===== src/design/hvac_relay_sequencer_core_macros.svh =====
// Assertion helpers shared by the sequencer RTL.
`ifndef HVAC_RELAY_SEQUENCER_CORE_MACROS_SVH
`define HVAC_RELAY_SEQUENCER_CORE_MACROS_SVH

// Same-cycle implication, disabled while reset is held.
`define HRS_ASSERT_NOW(label, clk, rst_n, ante, cons, msg) \
  label: assert property (@(posedge clk) disable iff (!rst_n) (ante) |-> (cons)) \
    else $error(msg);

// Next-cycle implication, disabled while reset is held.
`define HRS_ASSERT_NEXT(label, clk, rst_n, ante, cons, msg) \
  label: assert property (@(posedge clk) disable iff (!rst_n) (ante) |=> (cons)) \
    else $error(msg);

`endif


===== src/design/hvac_rs_pkg.sv =====
package hvac_rs_pkg;

  localparam int TIMER_BITS_DEF = 16;
  localparam int CFG_TICK_W     = 16;
  localparam int CFG_TEMP_W     = 8;
  localparam int CFG_IDX_W      = 3;
  localparam int CFG_DATA_W     = 16;
  localparam int CMD_W          = 3;
  localparam int ARG_W          = 8;

  // Register indexes on the configuration port
  localparam logic [CFG_IDX_W-1:0] REG_MIN_STOP      = 3'd0;
  localparam logic [CFG_IDX_W-1:0] REG_MIN_RUN_COOL  = 3'd1;
  localparam logic [CFG_IDX_W-1:0] REG_MIN_RUN_HEAT  = 3'd2;
  localparam logic [CFG_IDX_W-1:0] REG_POST_COOL_FAN = 3'd3;
  localparam logic [CFG_IDX_W-1:0] REG_READ_TIMEOUT  = 3'd4;
  localparam logic [CFG_IDX_W-1:0] REG_LOW_LIMIT     = 3'd5;
  localparam logic [CFG_IDX_W-1:0] REG_HIGH_LIMIT    = 3'd6;

  // Reset values
  localparam logic [CFG_TICK_W-1:0] RST_MIN_STOP      = 16'd300;
  localparam logic [CFG_TICK_W-1:0] RST_MIN_RUN_COOL  = 16'd300;
  localparam logic [CFG_TICK_W-1:0] RST_MIN_RUN_HEAT  = 16'd300;
  localparam logic [CFG_TICK_W-1:0] RST_POST_COOL_FAN = 16'd60;
  localparam logic [CFG_TICK_W-1:0] RST_READ_TIMEOUT  = 16'd600;
  localparam logic [CFG_TEMP_W-1:0] RST_LOW_LIMIT     = 8'd40;
  localparam logic [CFG_TEMP_W-1:0] RST_HIGH_LIMIT    = 8'd100;
  localparam logic [ARG_W-1:0]      RST_SETPOINT      = 8'd70;

  typedef enum logic [CMD_W-1:0] {
    CMD_TICK  = 3'd0,
    CMD_TEMP  = 3'd1,
    CMD_SETPT = 3'd2,
    CMD_MODE  = 3'd3,
    CMD_FAN   = 3'd4
  } cmd_t;

  typedef enum logic [1:0] {
    MODE_OFF  = 2'd0,
    MODE_COOL = 2'd1,
    MODE_HEAT = 2'd2
  } mode_t;

  typedef enum logic [1:0] {
    FLT_NONE      = 2'd0,
    FLT_INTERLOCK = 2'd1,
    FLT_TIMEOUT   = 2'd2,
    FLT_RANGE     = 2'd3
  } fault_t;

  localparam logic [ARG_W-1:0] FAN_ARG_ALWAYS = 8'd1;

  typedef struct packed {
    logic fan;
    logic cool;
    logic heat;
  } relay_t;

  typedef struct packed {
    logic [CFG_TICK_W-1:0] min_stop;
    logic [CFG_TICK_W-1:0] min_run_cool;
    logic [CFG_TICK_W-1:0] min_run_heat;
    logic [CFG_TICK_W-1:0] post_cool_fan;
    logic [CFG_TICK_W-1:0] read_timeout;
    logic [CFG_TEMP_W-1:0] low_limit;
    logic [CFG_TEMP_W-1:0] high_limit;
  } cfg_t;

  typedef struct packed {
    logic [ARG_W-1:0] setpoint;
    logic [ARG_W-1:0] temperature;
    mode_t            mode;
    logic             fan_always;
    relay_t           relays;
    fault_t           fault;
  } ctl_state_t;

endpackage


===== src/design/hvac_relay_sequencer_core.sv =====
// An accepted input beat is held in the input register; its result is captured in the
// result register once that register is free or draining.
// Throughput: one beat per cycle unless out_ready stalls the result; the whole state update is one combinational pass.
// A result beat stalled at the output still lets one more input beat in.
// Reset (rst_n low, synchronous): registers to defaults, setpoint 70, relays off,
// counters and fault cleared, both stages empty.
`include "hvac_relay_sequencer_core_macros.svh"

module hvac_relay_sequencer_core #(
  parameter int TIMER_BITS = hvac_rs_pkg::TIMER_BITS_DEF
) (
  input  logic                                clk,
  input  logic                                rst_n,
  // configuration write port
  input  logic                                cfg_we,
  input  logic [hvac_rs_pkg::CFG_IDX_W-1:0]   cfg_index,
  input  logic [hvac_rs_pkg::CFG_DATA_W-1:0]  cfg_wdata,
  // input beats
  input  logic                                in_valid,
  output logic                                in_ready,
  input  logic [hvac_rs_pkg::CMD_W-1:0]       in_cmd,
  input  logic [hvac_rs_pkg::ARG_W-1:0]       in_arg_value,
  // result beats
  output logic                                out_valid,
  input  logic                                out_ready,
  output logic                                out_heat_on,
  output logic                                out_cool_on,
  output logic                                out_fan_on,
  output logic [1:0]                          out_hvac_mode,
  output logic                                out_fan_always,
  output logic [1:0]                          out_fault_code
);
  import hvac_rs_pkg::*;

  // Input stage
  logic             in_full_r, in_full_nxt;
  logic [CMD_W-1:0] cmd_r;
  logic [ARG_W-1:0] arg_r;
  logic             in_take;
  logic             fire;

  // Controller state
  ctl_state_t            ctl_r, ctl_nxt;
  logic [TIMER_BITS-1:0] run_start_r, run_start_nxt;
  logic [TIMER_BITS-1:0] run_stop_r, run_stop_nxt;
  logic [TIMER_BITS-1:0] reading_r, reading_nxt;

  // Result stage
  logic       out_valid_r, out_valid_nxt;
  ctl_state_t res_r;

  cfg_t cfg;

  hvac_rs_cfg u_cfg (
    .clk       (clk),
    .rst_n     (rst_n),
    .cfg_we    (cfg_we),
    .cfg_index (cfg_index),
    .cfg_wdata (cfg_wdata),
    .cfg_o     (cfg)
  );

  // Advance the held beat whenever the result register is free or draining.
  assign fire     = in_full_r && (!out_valid_r || out_ready);
  assign in_ready = !in_full_r || fire;
  assign in_take  = in_valid && in_ready;

  hvac_rs_step #(
    .TIMER_BITS (TIMER_BITS)
  ) u_step (
    .cmd_i       (cmd_r),
    .arg_i       (arg_r),
    .cfg_i       (cfg),
    .ctl_i       (ctl_r),
    .run_start_i (run_start_r),
    .run_stop_i  (run_stop_r),
    .reading_i   (reading_r),
    .ctl_o       (ctl_nxt),
    .run_start_o (run_start_nxt),
    .run_stop_o  (run_stop_nxt),
    .reading_o   (reading_nxt)
  );

  always_comb begin
    in_full_nxt = in_full_r;
    if (in_take) begin
      in_full_nxt = 1'b1;
    end else if (fire) begin
      in_full_nxt = 1'b0;
    end

    out_valid_nxt = out_valid_r;
    if (fire) begin
      out_valid_nxt = 1'b1;
    end else if (out_ready) begin
      out_valid_nxt = 1'b0;
    end
  end

  // Control state and the controller state registers
  always_ff @(posedge clk) begin
    if (!rst_n) begin
      in_full_r            <= 1'b0;
      out_valid_r          <= 1'b0;
      ctl_r.setpoint       <= RST_SETPOINT;
      ctl_r.temperature    <= '0;
      ctl_r.mode           <= MODE_OFF;
      ctl_r.fan_always     <= 1'b0;
      ctl_r.relays         <= '0;
      ctl_r.fault          <= FLT_NONE;
      run_start_r          <= '0;
      run_stop_r           <= '0;
      reading_r            <= '0;
    end else begin
      in_full_r   <= in_full_nxt;
      out_valid_r <= out_valid_nxt;
      if (fire) begin
        ctl_r       <= ctl_nxt;
        run_start_r <= run_start_nxt;
        run_stop_r  <= run_stop_nxt;
        reading_r   <= reading_nxt;
      end
    end
  end

  // Payload registers: capture the input beat, then the state after it
  always_ff @(posedge clk) begin
    if (in_take) begin
      cmd_r <= in_cmd;
      arg_r <= in_arg_value;
    end
    if (fire) begin
      res_r <= ctl_nxt;
    end
  end

  assign out_valid      = out_valid_r;
  assign out_heat_on    = res_r.relays.heat;
  assign out_cool_on    = res_r.relays.cool;
  assign out_fan_on     = res_r.relays.fan;
  assign out_hvac_mode  = res_r.mode;
  assign out_fan_always = res_r.fan_always;
  assign out_fault_code = res_r.fault;

  // Heat and cool are never both energized.
  `HRS_ASSERT_NOW(a_no_heat_cool, clk, rst_n, 1'b1, !(ctl_r.relays.heat && ctl_r.relays.cool), "heat and cool both on")
  // Any fault keeps every relay off.
  `HRS_ASSERT_NOW(a_fault_relays_off, clk, rst_n, (ctl_r.fault != FLT_NONE), (ctl_r.relays == '0), "relay on during fault")
  // The interlock fault latches until reset.
  `HRS_ASSERT_NEXT(a_interlock_latch, clk, rst_n, (ctl_r.fault == FLT_INTERLOCK), (ctl_r.fault == FLT_INTERLOCK), "interlock fault cleared")
  // A processed beat always lands in the result register.
  `HRS_ASSERT_NEXT(a_fire_result, clk, rst_n, fire, (out_valid_r && res_r == ctl_r), "result not captured")

endmodule


===== src/design/hvac_rs_cfg.sv =====
module hvac_rs_cfg (
  input  logic                                clk,
  input  logic                                rst_n,
  input  logic                                cfg_we,
  input  logic [hvac_rs_pkg::CFG_IDX_W-1:0]   cfg_index,
  input  logic [hvac_rs_pkg::CFG_DATA_W-1:0]  cfg_wdata,
  output hvac_rs_pkg::cfg_t                   cfg_o
);
  import hvac_rs_pkg::*;

  cfg_t cfg_r;
  cfg_t cfg_nxt;

  always_comb begin
    cfg_nxt = cfg_r;
    if (cfg_we) begin
      case (cfg_index)
        REG_MIN_STOP:      cfg_nxt.min_stop      = cfg_wdata[CFG_TICK_W-1:0];
        REG_MIN_RUN_COOL:  cfg_nxt.min_run_cool  = cfg_wdata[CFG_TICK_W-1:0];
        REG_MIN_RUN_HEAT:  cfg_nxt.min_run_heat  = cfg_wdata[CFG_TICK_W-1:0];
        REG_POST_COOL_FAN: cfg_nxt.post_cool_fan = cfg_wdata[CFG_TICK_W-1:0];
        REG_READ_TIMEOUT:  cfg_nxt.read_timeout  = cfg_wdata[CFG_TICK_W-1:0];
        REG_LOW_LIMIT:     cfg_nxt.low_limit     = cfg_wdata[CFG_TEMP_W-1:0];
        REG_HIGH_LIMIT:    cfg_nxt.high_limit    = cfg_wdata[CFG_TEMP_W-1:0];
        default:           cfg_nxt = cfg_r;
      endcase
    end
  end

  always_ff @(posedge clk) begin
    if (!rst_n) begin
      cfg_r.min_stop      <= RST_MIN_STOP;
      cfg_r.min_run_cool  <= RST_MIN_RUN_COOL;
      cfg_r.min_run_heat  <= RST_MIN_RUN_HEAT;
      cfg_r.post_cool_fan <= RST_POST_COOL_FAN;
      cfg_r.read_timeout  <= RST_READ_TIMEOUT;
      cfg_r.low_limit     <= RST_LOW_LIMIT;
      cfg_r.high_limit    <= RST_HIGH_LIMIT;
    end else begin
      cfg_r <= cfg_nxt;
    end
  end

  assign cfg_o = cfg_r;

endmodule


===== src/design/hvac_rs_step.sv =====
module hvac_rs_step #(
  parameter int TIMER_BITS = hvac_rs_pkg::TIMER_BITS_DEF
) (
  input  logic [hvac_rs_pkg::CMD_W-1:0] cmd_i,
  input  logic [hvac_rs_pkg::ARG_W-1:0] arg_i,
  input  hvac_rs_pkg::cfg_t             cfg_i,
  input  hvac_rs_pkg::ctl_state_t       ctl_i,
  input  logic [TIMER_BITS-1:0]         run_start_i,
  input  logic [TIMER_BITS-1:0]         run_stop_i,
  input  logic [TIMER_BITS-1:0]         reading_i,
  output hvac_rs_pkg::ctl_state_t       ctl_o,
  output logic [TIMER_BITS-1:0]         run_start_o,
  output logic [TIMER_BITS-1:0]         run_stop_o,
  output logic [TIMER_BITS-1:0]         reading_o
);
  import hvac_rs_pkg::*;

  localparam int CMP_W = (TIMER_BITS > CFG_TICK_W) ? TIMER_BITS : CFG_TICK_W;
  localparam logic [TIMER_BITS-1:0] TMAX = {TIMER_BITS{1'b1}};

  function automatic logic cnt_ge(input logic [TIMER_BITS-1:0] c,
                                  input logic [CFG_TICK_W-1:0] v);
    return CMP_W'(c) >= CMP_W'(v);
  endfunction

  function automatic logic cnt_gt(input logic [TIMER_BITS-1:0] c,
                                  input logic [CFG_TICK_W-1:0] v);
    return CMP_W'(c) > CMP_W'(v);
  endfunction

  function automatic logic [TIMER_BITS-1:0] sat_inc(input logic [TIMER_BITS-1:0] c);
    return (c == TMAX) ? c : c + TIMER_BITS'(1);
  endfunction

  logic [CMP_W-1:0]      stop_ext;
  logic [TIMER_BITS-1:0] stop_sat;

  // Reload value for the stop timer on a mode select
  assign stop_ext = CMP_W'(cfg_i.min_stop);
  assign stop_sat = (stop_ext > CMP_W'(TMAX)) ? TMAX : TIMER_BITS'(stop_ext);

  always_comb begin
    ctl_state_t            st;
    logic [TIMER_BITS-1:0] srs;
    logic [TIMER_BITS-1:0] stp;
    logic [TIMER_BITS-1:0] rd;
    logic                  auto_fan;

    st       = ctl_i;
    srs      = run_start_i;
    stp      = run_stop_i;
    rd       = reading_i;
    auto_fan = !ctl_i.fan_always;

    case (cmd_t'(cmd_i))
      CMD_TICK: begin
        srs = sat_inc(srs);
        stp = sat_inc(stp);
        rd  = sat_inc(rd);

        if (st.fault != FLT_INTERLOCK) begin
          if (cnt_ge(rd, cfg_i.read_timeout)) begin
            st.fault = FLT_TIMEOUT;
          end else if (st.temperature < cfg_i.low_limit ||
                       st.temperature > cfg_i.high_limit) begin
            st.fault = FLT_RANGE;
          end else begin
            st.fault = FLT_NONE;
          end
        end

        if (st.fault != FLT_NONE) begin
          // drop every relay
          if (st.relays.cool || st.relays.heat) stp = '0;
          st.relays = '0;
        end else begin
          if (auto_fan && !st.relays.cool && st.mode != MODE_COOL) begin
            st.relays.fan = 1'b0;
          end else if (!auto_fan) begin
            st.relays.fan = 1'b1;
          end

          if (st.relays.cool && st.relays.heat) begin
            st.fault = FLT_INTERLOCK;
            st.mode  = MODE_OFF;
            stp      = '0;
            st.relays = '0;
          end else begin
            if (st.mode == MODE_COOL) begin
              if (st.temperature > st.setpoint) begin
                if (st.relays.cool || cnt_ge(stp, cfg_i.min_stop)) begin
                  st.relays.fan = 1'b1;
                  if (!st.relays.cool) srs = '0;
                  st.relays.cool = 1'b1;
                  if (st.relays.heat) stp = '0;
                  st.relays.heat = 1'b0;
                end
              end else if (cnt_ge(srs, cfg_i.min_run_cool)) begin
                if (st.relays.cool) stp = '0;
                st.relays.cool = 1'b0;
              end
              if (cnt_ge(stp, cfg_i.post_cool_fan) && !st.relays.cool && auto_fan) begin
                st.relays.fan = 1'b0;
              end
            end else if (st.mode == MODE_HEAT) begin
              if (st.temperature < st.setpoint) begin
                if (st.relays.heat || cnt_ge(stp, cfg_i.min_stop)) begin
                  if (!st.relays.heat) srs = '0;
                  st.relays.heat = 1'b1;
                  if (st.relays.cool) stp = '0;
                  st.relays.cool = 1'b0;
                end
              end else if (cnt_ge(srs, cfg_i.min_run_heat)) begin
                if (st.relays.heat) stp = '0;
                st.relays.heat = 1'b0;
              end
            end else if (st.relays.heat && !cnt_ge(srs, cfg_i.min_run_heat)) begin
              // hold heat through its minimum run
            end else if (st.relays.cool && !cnt_ge(srs, cfg_i.min_run_cool)) begin
              // hold cool through its minimum run
            end else begin
              if (st.relays.heat || st.relays.cool) stp = '0;
              st.relays.heat = 1'b0;
              st.relays.cool = 1'b0;
            end

            if (st.mode != MODE_HEAT && st.relays.heat &&
                cnt_gt(srs, cfg_i.min_run_heat)) begin
              stp = '0;
              st.relays.heat = 1'b0;
            end
            if (st.mode != MODE_COOL && st.relays.cool &&
                cnt_gt(srs, cfg_i.min_run_cool)) begin
              stp = '0;
              st.relays.cool = 1'b0;
            end
          end
        end
      end
      CMD_TEMP: begin
        st.temperature = arg_i;
        rd             = '0;
      end
      CMD_SETPT: begin
        st.setpoint = arg_i;
      end
      CMD_MODE: begin
        if (arg_i == ARG_W'(MODE_COOL) || arg_i == ARG_W'(MODE_HEAT)) begin
          st.mode = mode_t'(arg_i[1:0]);
          stp     = stop_sat;
        end else if (arg_i == ARG_W'(MODE_OFF)) begin
          if (st.mode == MODE_OFF) begin
            if (st.relays.heat || st.relays.cool) stp = '0;
            st.relays.heat = 1'b0;
            st.relays.cool = 1'b0;
          end
          st.mode = MODE_OFF;
        end
      end
      CMD_FAN: begin
        if (arg_i <= FAN_ARG_ALWAYS) st.fan_always = arg_i[0];
      end
      default: begin
        st = ctl_i;
      end
    endcase

    ctl_o       = st;
    run_start_o = srs;
    run_stop_o  = stp;
    reading_o   = rd;
  end

endmodule


===== config.mk =====
export PLATFORM = sky130hd
export DESIGN_NAME = hvac_relay_sequencer_core
export DESIGN_NICKNAME = d
export VERILOG_FILES = /design/src/design/hvac_rs_pkg.sv /design/src/design/hvac_relay_sequencer_core.sv /design/src/design/hvac_rs_cfg.sv /design/src/design/hvac_rs_step.sv
export VERILOG_INCLUDE_DIRS = /design/src /design/src/design
export SDC_FILE = /design/constraint.sdc
export NUM_CORES = 1
export LEC_CHECK = 0
export ABC_AREA = 1
export BUFFER_PORTS_ARGS = -buffer_cell sky130_fd_sc_hd__buf_2
export CAP_MARGIN = 20
export CORE_MARGIN = 2
export CORE_UTILIZATION = 45
export CTS_CLUSTER_DIAMETER = 40
export DETAILED_ROUTE_END_ITERATION = 10
export PLACE_DENSITY = 0.72
export RECOVER_POWER = 50
export SKIP_LAST_GASP = 1
export SYNTH_ARGS = -nofsm -noshare
export SYNTH_HDL_FRONTEND = slang
export SYNTH_HIERARCHICAL = 1
export SYNTH_SLANG_ARGS = --single-unit

===== constraint.sdc =====
create_clock -name clk -period 7 [get_ports clk]
set_input_delay 1.05 -clock clk [delete_from_list [all_inputs] [get_ports clk]]
set_output_delay 1.05 -clock clk [all_outputs]
set_load 0.1 [all_outputs]

After elaboration in Yosys (flattened, before gate mapping)
Index checks and enable logic that the tools add are counted.
{"block": "totals", "inputBits": 35, "reg_bits": 189, "out_inout_bits": 10}
{"block": "op_classes", "add_sub_neg": 3, "n_eq_ne": 23, "n_mux": 95, "n_reduce_logical": 48, "order_cmp": 13}
{"op": "16-bit two-way mux", "count": 42}
{"op": "16-bit >= comparator", "count": 5}
{"op": "16-bit one-hot mux with 2 select lines", "count": 2}
{"op": "16-bit by 1-bit adder with 16-bit output (second input constant)", "count": 3}
{"op": "16-bit equality test (second input constant)", "count": 3}
{"op": "2-bit two-way mux", "count": 22}
{"op": "16-bit > comparator", "count": 2}
{"op": "1-bit two-way mux", "count": 24}
{"op": "2-bit AND reduction", "count": 11}
{"op": "16-bit > comparator (second input constant)", "count": 1}
{"op": "8-bit > comparator", "count": 2}
{"op": "8-bit less-than comparator", "count": 2}
{"op": "1-bit logical AND", "count": 13}
{"op": "3-bit by 2-bit equality test with 1-bit output (second input constant)", "count": 4}
{"op": "3-bit equality test (second input constant)", "count": 4}
{"op": "2-bit nonzero test", "count": 5}
{"op": "3-bit two-way mux", "count": 3}
{"op": "3-bit by 1-bit inequality test with 1-bit output (second input constant)", "count": 3}
{"op": "8-bit by 1-bit equality test with 1-bit output (second input constant)", "count": 1}
{"op": "8-bit by 2-bit equality test with 1-bit output (second input constant)", "count": 1}
{"op": "8-bit by 1-bit less-or-equal comparator with 1-bit output (second input constant)", "count": 1}
{"op": "8-bit logical NOT", "count": 1}
{"op": "2-bit one-hot mux with 2 select lines", "count": 2}
{"op": "1-bit logical NOT", "count": 7}
{"op": "9 further kinds", "count": 18}

Logic depth before layout (Yosys ltp)
{"block": "logic_depth", "depth_word": 21, "ltp_mapped": 41}

Hierarchy
Netlist, hierarchy kept.
{"module": "hvac_rs_step", "area_per_inst_um2": 6897.9, "cells_each": 1242, "n_inst": 1}
{"module": "hvac_relay_sequencer_core", "area_per_inst_um2": 3872.5, "cells_each": 497, "n_inst": 1}
{"module": "hvac_rs_cfg", "area_per_inst_um2": 3774.9, "cells_each": 529, "n_inst": 1}

Worst setup path after synthesis
No wires, ideal clock.
{"block": "synth_path", "kind": "reg-to-reg", "start": "register run_stop_r[0]", "end": "register run_stop_r[0]", "stages_incl_launch_ff": 41, "setup_slack_ns": 2.667, "arrival_ns": 4.218, "synth_period_minus_slack_ns": 4.333, "path_cell_list": "dfxtp_1 ha_1 and3_4 nand2_4 nor3_2 nand3_2 nand2_1 nand2_1 clkinv_1 nor2_4 ha_1 nand2_1 inv_1 nand2_1 nand2_1 nand2_1 nand2_1 nand2_2 (+5 left out) ha_1 nand2_1 o21bai_1 a21boi_0 o21ai_0 a21oi_1 nand3_1 nand2_1 inv_2 buf_4 nand3_1 nand2_1 nand2_1 nand2_1 inv_1 nand3_1 nand2_1 nor2_1"}
{"block": "synth_between", "elab_chain_len": 20, "word_cells_on_any_way": 58}
{"element": "from (decl)", "line_no": "hvac_relay_sequencer_core.sv:45", "source": "logic [TIMER_BITS-1:0] run_stop_r, run_stop_nxt;"}
{"element": "from (signal assigned)", "line_no": "hvac_relay_sequencer_core.sv:120", "source": "run_stop_r <= run_stop_nxt;"}
{"element": "16-bit by 1-bit adder with 16-bit output / 16-bit equality test (equally long branches)", "line_no": "hvac_rs_step.sv:32", "source": "return (c == TMAX) ? c : c + TIMER_BITS'(1);"}
{"element": "16-bit two-way mux (*)", "line_no": "hvac_rs_step.sv:32"}
{"element": "branches (longest 16 deep; another with 16-bit >= comparator)"}
{"element": "16-bit two-way mux (*)", "line_no": "hvac_rs_step.sv:72", "source": "if (st.fault != FLT_NONE) begin"}
{"element": "16-bit one-hot mux with 2 select lines (*)", "line_no": "hvac_rs_step.sv:55", "source": "case (cmd_t'(cmd_i))"}
{"element": "via run_stop_nxt[0]", "line_no": "hvac_relay_sequencer_core.sv:45"}
Mark *: on every way through the listed nets, which the timed path passes. The select of a mux whose other input is x is not followed.
A chain may end at the register's enable or synchronous reset.

==> impl_metrics.env <==
export IMPL_clock_latency_ns=0.45
export IMPL_crit_fanout=18
export IMPL_clk_pin_slew_ns=0.08
export IMPL_grt_use_total=0.2420
export IMPL_ys_top_cells_by_area="dfxtp_1, nand2_1, ha_1"
export IMPL_via_per_inst=5.391
export IMPL_synth_edf_count=19
export IMPL_drcViolationCount=0
export IMPL_final_cell_mix="nand2_1, inv_1, nor2_1"
export IMPL_synth_top_area_cell="dfxtp_1"
export IMPL_async_flop_share=0
export IMPL_synth_top_cell_area_share=0.2340
export IMPL_tns_ns=0
export IMPL_fin_crit_sh=0.7632
export IMPL_fin_skew_ns=0.01464
export IMPL_synthFlopType="dfxtp_1"
export IMPL_antenna_found_initial=1
export IMPL_synth_nets=2441
export IMPL_cts_num_sinks=189
export IMPL_crit_start="run_start_r[0]$_SDFFE_PN0P_"
export IMPL_vias=14340
export IMPL_layout_drive_gt1_share=0.06028
export IMPL_hold_viol=0
export IMPL_required_ns=7.38
export IMPL_routed_wl_mm=40.54
export IMPL_avgSynthCellArea_um2=6.413
export IMPL_relSlewSlack=-1.684
export IMPL_h_tree_depth=4
export IMPL_io_pins=45
export IMPL_slew_viol_final=290
export IMPL_ir_worst_vdd_v=0.0001438
export IMPL_power_density_mw_per_mm2=191.5
export IMPL_place_hpwl_mm=29.62
export IMPL_slowest_stage="nor3_1"
export IMPL_cts_setup_buffers=0
export IMPL_setup_viol=0
export IMPL_clockRootBuffer="clkbuf_16"
export IMPL_grt_pass1_wl_mm=65.90
export IMPL_core_area_mm2=0.03172
export IMPL_grt_overflow_total=0
export IMPL_ant_nets=0
export IMPL_yosysSeqAreaShare=0.2732
export IMPL_arrival_ns=5.72
export IMPL_rrSetupSlack_ns=1.66
export IMPL_chipHeight_um=183.8
export IMPL_timing_final_ws_setup_ns=1.657
export IMPL_crit_path_max_incr_delay_ns=0.42
export IMPL_leakage_nw=7.330
export IMPL_cp_end_kind="flop"
export IMPL_io_buffers=44
export IMPL_violations="capacitance limit, slew limit"
export IMPL_grt_pass1_vias=13250
export IMPL_worst_slew_pin_slew_ns=4.026
export IMPL_synth_area_mm2=0.01455
export IMPL_cts_resized=0
export IMPL_cts_tree="built"
export IMPL_cts_buffer_depth=2
export IMPL_ys_types=50
export IMPL_route_detailed_wl_per_inst_um=15.24
export IMPL_ys_warnings_count=6
export IMPL_criticalPathCategory="flop to flop"
export IMPL_outcome="complete, but fails checks"
export IMPL_crit_family="simple AND/OR/NAND/NOR gates"
export IMPL_fin_nets=2416
export IMPL_final_common_cell="nand2_1"
export IMPL_ys_seq_elements=189
export IMPL_gp_congestion=0.9218
export IMPL_initial_core_util=0.4586
export IMPL_syn_to_final_growth_pct=5.935
export IMPL_first_pass_iters=7
export IMPL_r2r_start="run_start_r[0]$_SDFFE_PN0P_"
export IMPL_cap_violations=4
export IMPL_netlist_instances=2268
export IMPL_min_from="u_cfg/cfg_o[6]$_SDFFE_PN1P_"
export IMPL_rsz0062_at_grt="no"
export IMPL_hp_class="flop to flop"
export IMPL_worst_setup_path_start_kind="flop"
export IMPL_cts_hold_buf=0
export IMPL_dp_slack_ns=1.793
export IMPL_drt_iter0_markers=1377
export IMPL_dieArea_mm2=0.03378
export IMPL_max_clock_freq_ghz=0.1872
export IMPL_fin_crit_ns=5.343
export IMPL_fillers=3311
export IMPL_cts_made_buffers=17
export IMPL_path_buf_inv=3
export IMPL_grt_max_degree=91
export IMPL_die_w_um=183.8
export IMPL_fp_row_count=65
export IMPL_cpMostUsedCell="nand2_1"
## Yosys cell counts, types with 4 or more instances
library cell  count
nor3_1           24
nor2_4            8
inv_1           327
a22oi_1          16
edfxtp_1         19
nand2_1         508
o21ai_0          70
a21oi_1         175
inv_2            18
nor3_2            6
buf_2            43
nor2_2            5
nor4_1            5
buf_4            14
clkbuf_1         21
o211ai_1          8
nand2_2          12
ha_1            138
a21oi_2           4
nor2_1          295
xor2_1           30
o21ai_1          17
dfxtp_1         170
buf_1             6
buf_6            12
nand3_1         248
nand4_1          34
## registers in the layout, summed over array words and instances (netlist names)
| name | count |
|---|---|
| out_cool_on | 1 |
| ctl_r | 24 |
| out_valid | 1 |
| reading_r | 16 |
| out_fault_code | 2 |
| arg_r | 8 |
| out_fan_on | 1 |
| run_start_r | 16 |
| u_cfg/cfg_o | 96 |
| in_full_r | 1 |
| cmd_r | 3 |
| out_heat_on | 1 |
| run_stop_r | 16 |
| out_fan_always | 1 |
| out_hvac_mode | 2 |
## per-stage QoR
step / util / cell area, um2 / power [mW] / std cells / hold slack, ns
after floorplan: - / 14550 / 1.730 / 2268 / 0.4289
after global placement: 0.4662 / 14790 / 1.870 / 2625 / 0.4459
after detailed placement: 0.4662 / 14790 / 1.893 / 2625 / 0.4522
after CTS: 0.4862 / 15420 / 2.943 / 2657 / 0.4686
after global routing: 0.4856 / 15400 / 3.104 / 2658 / 0.4989
final: 0.4858 / 15410 / 2.951 / 2660 / 0.4635
## path summary, 6_finish.rpt
kind / endpoint / depth (start not counted)
max: ctl_r[4]$_SDFFE_PN0P_ / 29
min: u_cfg/cfg_o[6]$_SDFFE_PN1P_ / 2
max reg2reg: ctl_r[4]$_SDFFE_PN0P_ / 29
min reg2reg: u_cfg/cfg_o[6]$_SDFFE_PN1P_ / 2
## worst reg2reg max path: cells and delay by family (launching register included)
kind / cells / cell delay [ns]
adder cells (fa/ha/maj): 3 / 0.91
AO/OA/AOI/OAI: 5 / 0.63
AND/OR/NAND/NOR: 17 / 2.80
XOR/XNOR: 1 / 0.39
buffers and inverters: 3 / 0.17
flip-flops: 1 / 0.40
## area by class of cell
type	instances	area, um2	share of cell area
multi-input combinational	1635	8715	0.5656
sequential	189	3974	0.2579
inverter	348	1309	0.08494
tap	402	503.0	0.03264
clock buffer	21	481.7	0.03126
timing repair buffer	52	270.3	0.01754
clock inverter	11	151.4	0.009825
antenna	2	5.005	0.0003248
## power breakdown
part	internal, mW	switching [mW]	total [mW]
Combinational	0.227	0.453	0.680
Sequential	1.15	0.0625	1.21
Clock	0.607	0.453	1.06
Total	1.98	0.968	2.95
## kinds of logic after synthesis
group | count (synthesis) | synth area share
AND/OR/NAND/NOR | 1157 | 0.3449
buffers and inverters | 444 | 0.1283
AO/OA/AOI/OAI | 309 | 0.1150
flip-flops | 189 | 0.2732
adder cells (fa/ha/maj) | 138 | 0.1187
XOR/XNOR | 31 | 0.01996
## metal layers
metal	track usage	part of all wire
met5	0	0
met4	0.09248	0.031
met3	0.03110	0.060
met2	0.3973	0.45
met1	0.3237	0.46
(Power assumes the default switching activity.)
